`src/rtl/hce_pkg.sv`:
```
package hce_pkg;

	localparam int unsigned BYTE_W     = 8;
	localparam int unsigned PKT_BYTES  = 26;
	localparam int unsigned WORD_BITS  = 26;
	localparam int unsigned PAR_BYTES  = 5;
	localparam int unsigned PAR_W      = 5;
	localparam int unsigned STORE_W    = PAR_W * 8;
	localparam int unsigned CNT_W      = $clog2(PKT_BYTES);
	localparam int unsigned BIW_W      = $clog2(WORD_BITS);
	localparam int unsigned BURST_W    = $clog2(PAR_BYTES + 1);

	typedef logic [BYTE_W-1:0] byte_t;
	typedef logic [PAR_W-1:0]  par_t;
	typedef logic [BIW_W-1:0]  biw_t;

	// outcome of folding one byte into the running word
	typedef struct packed {
		logic word_done;
		biw_t biw;
		par_t wp;
		par_t fin_par;
	} step_res_t;

	// codeword position of data bit k of a word (skips the power-of-two slots)
	function automatic par_t data_pos(input biw_t k);
		par_t p;
		if (k == '0)
			p = par_t'(3);
		else if (k <= biw_t'(3))
			p = par_t'(k) + par_t'(4);
		else if (k <= biw_t'(10))
			p = par_t'(k) + par_t'(5);
		else
			p = par_t'(k) + par_t'(6);
		return p;
	endfunction

endpackage

```
`src/rtl/hce_step.sv`:
```
module hce_step (
	input  hce_pkg::byte_t     data,
	input  hce_pkg::biw_t      biw,
	input  hce_pkg::par_t      wp,
	output hce_pkg::step_res_t res
);
	import hce_pkg::*;

	localparam int unsigned IDX_W = BIW_W + 1;

	par_t acc_old;
	par_t acc_new;
	logic [IDX_W-1:0] idx;
	logic [IDX_W-1:0] nxt;

	// each bit's position is independent: bits at or below slot 25 close the
	// current word, the rest open the next one
	always_comb begin
		acc_old = '0;
		acc_new = '0;
		idx     = '0;
		for (int i = 0; i < BYTE_W; i++) begin
			idx = {1'b0, biw} + IDX_W'(i);
			if (data[BYTE_W-1-i]) begin
				if (idx >= IDX_W'(WORD_BITS))
					acc_new = acc_new ^ data_pos(biw_t'(idx - IDX_W'(WORD_BITS)));
				else
					acc_old = acc_old ^ data_pos(biw_t'(idx));
			end
		end
	end

	assign nxt = {1'b0, biw} + IDX_W'(BYTE_W);

	always_comb begin
		res.fin_par = wp ^ acc_old;
		if (nxt >= IDX_W'(WORD_BITS)) begin
			res.word_done = 1'b1;
			res.biw       = biw_t'(nxt - IDX_W'(WORD_BITS));
			res.wp        = acc_new;
		end else begin
			res.word_done = 1'b0;
			res.biw       = biw_t'(nxt);
			res.wp        = wp ^ acc_old;
		end
	end

endmodule

```
`src/rtl/hamming_31_26_packet_encoder_core.sv`:
```
// channel | direction | handshake           | payload
// in      | sink      | in_valid, in_ready   | data_byte
// out     | source    | out_valid, out_ready | out_byte, is_parity, last
//
// One input word is registered in byte_s1, folded into the parity state and
// moved on to the output register: one word per cycle while out_ready holds
// and no parity burst runs. The 26th word of a packet is followed by five parity
// words drawn from the 40-bit store; input stalls meanwhile (31 out per 26 in).
// arst_n clears the pipeline valids, the counters and the word parity.
// A stalled output holds its word; the input stage fills behind it.
module hamming_31_26_packet_encoder_core (
	input  logic           clk,
	input  logic           arst_n,
	input  logic           in_valid,
	output logic           in_ready,
	input  hce_pkg::byte_t data_byte,
	output logic           out_valid,
	input  logic           out_ready,
	output hce_pkg::byte_t out_byte,
	output logic           is_parity,
	output logic           last
);
	import hce_pkg::*;

	logic                 valid_s1;
	byte_t                byte_s1;
	logic                 out_valid_q;
	byte_t                out_byte_q;
	logic                 is_parity_q;
	logic                 last_q;
	par_t                 wp_q;
	biw_t                 biw_q;
	logic [STORE_W-1:0]   store_q;
	logic [CNT_W-1:0]     count_q;
	logic [BURST_W-1:0]   burst_q;

	logic      out_free;
	logic      burst_on;
	logic      adv_s1;
	logic      pkt_end;
	byte_t     par_byte;
	step_res_t st;

	hce_step u_step (
		.data (byte_s1),
		.biw  (biw_q),
		.wp   (wp_q),
		.res  (st)
	);

	assign out_free = !out_valid_q || out_ready;
	assign burst_on = burst_q != '0;
	assign adv_s1   = valid_s1 && out_free && !burst_on;
	assign in_ready = !valid_s1 || adv_s1;
	assign pkt_end  = count_q == CNT_W'(PKT_BYTES - 1);

	// burst counts down from five; the first parity word is the top of the store
	always_comb begin
		case (burst_q)
			BURST_W'(5): par_byte = store_q[39:32];
			BURST_W'(4): par_byte = store_q[31:24];
			BURST_W'(3): par_byte = store_q[23:16];
			BURST_W'(2): par_byte = store_q[15:8];
			default:     par_byte = store_q[7:0];
		endcase
	end

	always_ff @(posedge clk or negedge arst_n) begin
		if (!arst_n) begin
			valid_s1    <= 1'b0;
			out_valid_q <= 1'b0;
			wp_q        <= '0;
			biw_q       <= '0;
			count_q     <= '0;
			burst_q     <= '0;
		end else begin
			if (in_ready)
				valid_s1 <= in_valid;
			if (out_free)
				out_valid_q <= burst_on || valid_s1;
			if (out_free && burst_on)
				burst_q <= burst_q - BURST_W'(1);
			if (adv_s1) begin
				wp_q  <= st.wp;
				biw_q <= st.biw;
				if (pkt_end) begin
					count_q <= '0;
					burst_q <= BURST_W'(PAR_BYTES);
				end else begin
					count_q <= count_q + CNT_W'(1);
				end
			end
		end
	end

	// every packet shifts in all eight words, so the store needs no clearing
	always_ff @(posedge clk) begin
		if (in_ready && in_valid)
			byte_s1 <= data_byte;
		if (adv_s1 && st.word_done)
			store_q <= {store_q[STORE_W-PAR_W-1:0],
				st.fin_par[0], st.fin_par[1], st.fin_par[2], st.fin_par[3], st.fin_par[4]};
		if (out_free) begin
			if (burst_on) begin
				out_byte_q  <= par_byte;
				is_parity_q <= 1'b1;
				last_q      <= burst_q == BURST_W'(1);
			end else begin
				out_byte_q  <= byte_s1;
				is_parity_q <= 1'b0;
				last_q      <= 1'b0;
			end
		end
	end

	assign out_valid = out_valid_q;
	assign out_byte  = out_byte_q;
	assign is_parity = is_parity_q;
	assign last      = last_q;

endmodule

```
`config.mk`:
```
export PLATFORM = sky130hd
export DESIGN_NAME = hamming_31_26_packet_encoder_core
export DESIGN_NICKNAME = d
export VERILOG_FILES = /design/src/rtl/hce_pkg.sv /design/src/rtl/hce_step.sv /design/src/rtl/hamming_31_26_packet_encoder_core.sv
export SDC_FILE = /design/constraint.sdc
export NUM_CORES = 1
export LEC_CHECK = 0
export ABC_CLOCK_PERIOD_IN_PS = 5110
export BUFFER_PORTS_ARGS = -buffer_cell sky130_fd_sc_hd__buf_4
export CORE_MARGIN = 4
export CORE_UTILIZATION = 44
export CTS_CLUSTER_DIAMETER = 120
export DETAILED_ROUTE_END_ITERATION = 7
export GPL_ROUTABILITY_DRIVEN = 0
export GPL_TIMING_DRIVEN = 0
export PLACE_DENSITY = 0.65
export SYNTH_ARGS = -nofsm -noshare
export SYNTH_HDL_FRONTEND = slang
export SYNTH_HIERARCHICAL = 1
export SYNTH_SLANG_ARGS = --single-unit
```
`constraint.sdc`:
```
create_clock -name clk -period 5.11 [get_ports clk]
set_input_delay 0.511 -clock clk [delete_from_list [all_inputs] [get_ports clk]]
set_output_delay 0.511 -clock clk [all_outputs]
set_load 0.1 [all_outputs]
```
== After elaboration in Yosys (flattened, before gate mapping) ==
Index checks and enable logic that the tools add are counted.

* Reduce and logical (&&, ||, !) cells: 28
* Shifts and indexed selects: 0
* Muxes and demuxes: 116
* Div/mod/pow operators: 0
* Order comparisons: 41
* Bitwise operators: 15
* Equality and inequality tests: 6
* $mul: 0
* Add/subtract/negate cells: 67

{| class="wikitable"
|+ Operators with widths
! kind !! count
|-
| $mux 5 || 109
|-
| $add 5x3->5 const B || 48
|-
| $le 5x2->1 const B || 16
|-
| $le 5x4->1 const B || 16
|-
| $logic_not 5->1 || 16
|-
| $xor 5x5->5 || 15
|-
| $ge 6x5->1 const B || 8
|-
| $sub 5x5->5 const B || 9
|-
| $pmux 8 s4 || 1
|-
| $add 5x3->6 const B || 4
|-
| $add 5x2->6 const B || 2
|-
| $mux 11 || 1
|-
| $mux 3 || 3
|-
| $mux 8 || 1
|-
| $add 5x1->6 const B || 1
|-
| $add 5x4->6 const B || 1
|-
| $eq 3x2->1 const B || 2
|-
| $eq 3x3->1 const B || 2
|-
| $add 5x1->5 const B || 1
|-
| $eq 5x5->1 const B || 1
|-
| $ge 5x5->1 const B || 1
|-
| $logic_and 1x1->1 || 5
|-
| $eq 3x1->1 const B || 1
|-
| $logic_not 1->1 || 3
|-
| other kinds (4) || 6
|}

* Memories: 0
* Latch bits: 0
* Bits in read-only memories: 0
* Register bits after elaboration: 78
* Logic and storage cells: 284
* Input port bits: 12
* Bits in writable memories: 0

== Logic depth before layout (Yosys ltp) ==
* Depth in word-level cells: 31
* Mapped depth: 21

== Hierarchy ==
Netlist, hierarchy kept.

{| class="wikitable"
|+ By module, submodules not included
! module !! cells each !! area an instance (µm²) !! instances !! seq. area each (µm²)
|-
| hce_step || 966 || 7,069.3 || 1 || 0.0
|-
| hamming_31_26_packet_encoder_core || 201 || 3,165.5 || 1 || 2,242.2
|}

== Worst setup path after synthesis ==
No wires, ideal clock.

* Kind: reg2reg
* From: register biw_q[0]
* To: register wp_q[1]
* Arrival: 5,398 ps
* Cell stages (with the launch flop): 21
* Path slack: -414 ps
* Path through: dfrtp_1 -> clkinv_1 -> clkbuf_1 -> buf_1 -> ha_1 -> clkinv_1 -> clkbuf_1 -> ha_1 -> xnor3_1 -> inv_1 -> ha_1 -> and2_1 -> buf_1 -> a31o_2 -> a21oi_1 -> o22ai_1 -> nor3_1 -> xnor3_1 -> xnor3_1 -> mux2_2 -> mux2_4

{| class="wikitable"
|+ RTL lines
! what !! RTL line !! text
|-
| start, declared || hamming_31_26_packet_encoder_core.sv:32 || <nowiki>biw_t biw_q;</nowiki>
|-
| start signal, assigned || hamming_31_26_packet_encoder_core.sv:85 || <nowiki>biw_q <= st.biw;</nowiki>
|-
| end signal, assigned || hamming_31_26_packet_encoder_core.sv:84 || <nowiki>wp_q <= st.wp;</nowiki>
|-
| end, declared || hamming_31_26_packet_encoder_core.sv:31 || <nowiki>par_t wp_q;</nowiki>
|}

==> metrics.md <==
| Metric | Value |
|---|---|
| Later-pin clock latency in the skew report | `330 ps` |
| CP delay by family, top | `XOR/XNOR gates` |
| Per-cell routed wire length | `23.3 um` |
| Mapped Cells | `1167` |
| Slowest Stage Delay on Critical Path | `530 ps` |
| Largest net degree at the start of global routing | `33` |
| Clock Path Buffers | `2` |
| Global-route usage over all layers | `26.9%` |
| CTS tree | `built` |
| Die Y | `161 um` |
| Yosys reg bits | `78` |
| Core Footprint | `22800 um2` |
| CTS Hold Bufs | `0` |
| Syn_nets | `1268` |
| Max H-tree Level | `3` |
| Setup slack, reg-to-reg | `20 ps` |
| CP cell instances | `clkinv_4 -> buf_8 -> buf_12 -> ha_1 -> buf_6 -> clkbuf_8 -> xnor2_4 -> ha_4 -> xnor3_2 -> inv_2 -> ha_1 -> nand2_1 -> nand3_1 -> a21oi_1 -> or4_4 -> xor2_2 -> xnor3_1 -> xnor3_2 -> mux2i_1 -> mux2_4` |
| CTS Root Cell | `clkbuf_16` |
| Mean Syn Cell Area | `8.77 um2` |
| RSZ-0062 raised after global routing | `true` |
| # Max-Cap Violations | `0` |
| Num Clock Sinks | `78` |
| Placed Instances | `1504` |
| DRT antenna net count | `0` |
| Vias per cell | `6.49` |
| Via count | `9983` |
| Dpl hpwl | `26100 um` |
| Commonest cells after routing, fill and taps aside | `nand2_1 (107), ha_1 (83), a21oi_1 (80)` |
| Yosys top cell by area | `edfxtp_1` |
| I/O pin cnt | `24` |
| Number of global-route vias before repair | `9371` |
| Antenna violations before repair | `1` |
| CP Launch Type | `flip-flop` |
| Worst-path clk slew | `60 ps` |
| CTS buffer count | `9` |
| Share of cells above drive strength 1 | `17.0%` |
| Fin util | `50.9%` |
| Full die area | `25800 um2` |
| WP buf/inv | `6` |
| First-pass GRT wire length | `54800 um` |
| Commonest non-fill, non-tap cell in the layout | `nand2_1` |
| Finish-stage setup viols | `0` |
| Die Span X | `161 um` |
| Register area share after synthesis | `21.9%` |
| Slowest CP cell | `or4_4` |
| Cell Area, Synth | `10200 um2` |
| Max Clk Rate | `197 MHz` |
| Period utilization | `99.5%` |
| Post-synth top flop | `edfxtp_1` |
| FFs w/ async S/R, synth | `25.6%` |
| Initial DRC Count | `1233` |
| # rows | `55` |
| Worst endpoint required time | `5320 ps` |
| Kind of critical path | `reg -> reg` |
| Crit path capture type | `flip-flop` |
| Syn. warnings | `6` |
| Skew final | `2.13 ps` |
| Antenna cells | `0` |
| Global route total overflow | `0` |
| Final net count | `1322` |
| Drc violations | `0` |
| Number of I/O port buffers | `23` |
| Min cycle time layout | `5090 ps` |
| Non-filler cells, final | `1539` |
| Max Fanout on Critical Path | `13` |
| DRT Wirelength | `35900 um` |
| Layout area overhead | `13.2%` |
| Pre-Repair DR Iteration Count | `6` |
| Unique cell type count in the Yosys netlist | `103` |
| Top cells by area, synth | `edfxtp_1 (17%), ha_1 (11%), xnor3_1 (5.7%)` |
| Post-synth EDFFs | `58` |
| Critical Path AT | `5300 ps` |
| Final Hold Viols | `0` |
| Initial Util | `44.9%` |
| Relative slew slack | `46.1%` |
| Tightest Pin Transition | `795 ps` |
| Max-slew violation count | `0` |
| Hold Crit Class | `in -> async` |
| Status | `finished, final reports clean` |
| Fillers | `2098` |
| Post-synth top area share | `17.0%` |
| Aggregate negative setup slack | `0 ps` |
through the flow:
step	hold slack, ps	area, um2	setup slack (ps)
CTS	69.3	11500	9.85
global route	66.6	11600	-82.1
detailed placement	417	10800	-2290
finish	60.4	11600	24.3
floorplan	215	10300	-1.93
global placement	416	10800	-2330
state kept, by name, summed over array words and instances (netlist names):
| signal | flops |
|---|---|
| biw_q | 5 |
| burst_q | 3 |
| byte_s1 | 8 |
| count_q | 5 |
| is_parity | 1 |
| last | 1 |
| out_byte | 8 |
| out_valid | 1 |
| store_q | 40 |
| valid_s1 | 1 |
| wp_q | 5 |
path summary, 6_finish.rpt:
check,start,cells past startpoint,endpoint
min in group clk,data_byte[6],1,byte_s1[6]
hold / removal,arst_n,1,burst_q[1]
max in group asynchronous,arst_n,1,biw_q[2]
setup / recovery,biw_q[0],20,wp_q[2]
setup reg to reg,biw_q[0],20,wp_q[2]
hold reg to reg,store_q[5],0,store_q[10]
cells by family after synthesis:
family / after synthesis / share of synthesized area [%]
adders and majority gates: 89 / 10.9
DFF: 78 / 21.9
AOI/OAI and AO/OA: 390 / 27.4
xor gates and xnor gates: 102 / 13.3
and+or+nand+nor: 351 / 17.4
muxes: 34 / 3.83
buffers and inverters: 123 / 5.35
synth_stat cells, drive strengths merged, types with 23 or more instances:
master / n
nand2: 107
ha: 89
a21oi: 83
o21ai: 67
xnor2: 59
edfxtp: 58
nor2: 58
inv: 52
nand3: 40
buf: 35
clkbuf: 33
nor3: 33
xnor3: 28
nand2b: 24
o211ai: 23
final cells by class:
cell class / instances / area, um2 / area share, %
Multi-Input combinational cell: 966 / 7670 / 66.2
Sequential cell: 78 / 2250 / 19.4
Buffer: 66 / 400 / 3.45
Tap cell: 313 / 392 / 3.38
Timing Repair Buffer: 45 / 363 / 3.13
Clock buffer: 12 / 236 / 2.04
Inverter: 55 / 226 / 1.95
Clock inverter: 4 / 48.8 / 0.421
layer usage:
layer  track usage [%]  vias to the layer above  part of all wire [%]
met2              41.5                      670                    44
met4              14.3                        2                   6.5
met1              35.8                     4662                    40
li1                  -                     4503                     -
met3              5.13                      146                   9.9
met5                 0                        -                 0.042
repair_timing:
action | 4_1_cts | 5_1_grt
resized for setup | 56 | 17
pin swaps | 8 | 6
setup buffers | 13 | 8
endpoints found under the setup margin | 10 | 5
cloned | 0 | 0
Power is not shown: default switching activity piles up to over one toggle a cycle in this logic, so the estimate is an artifact.
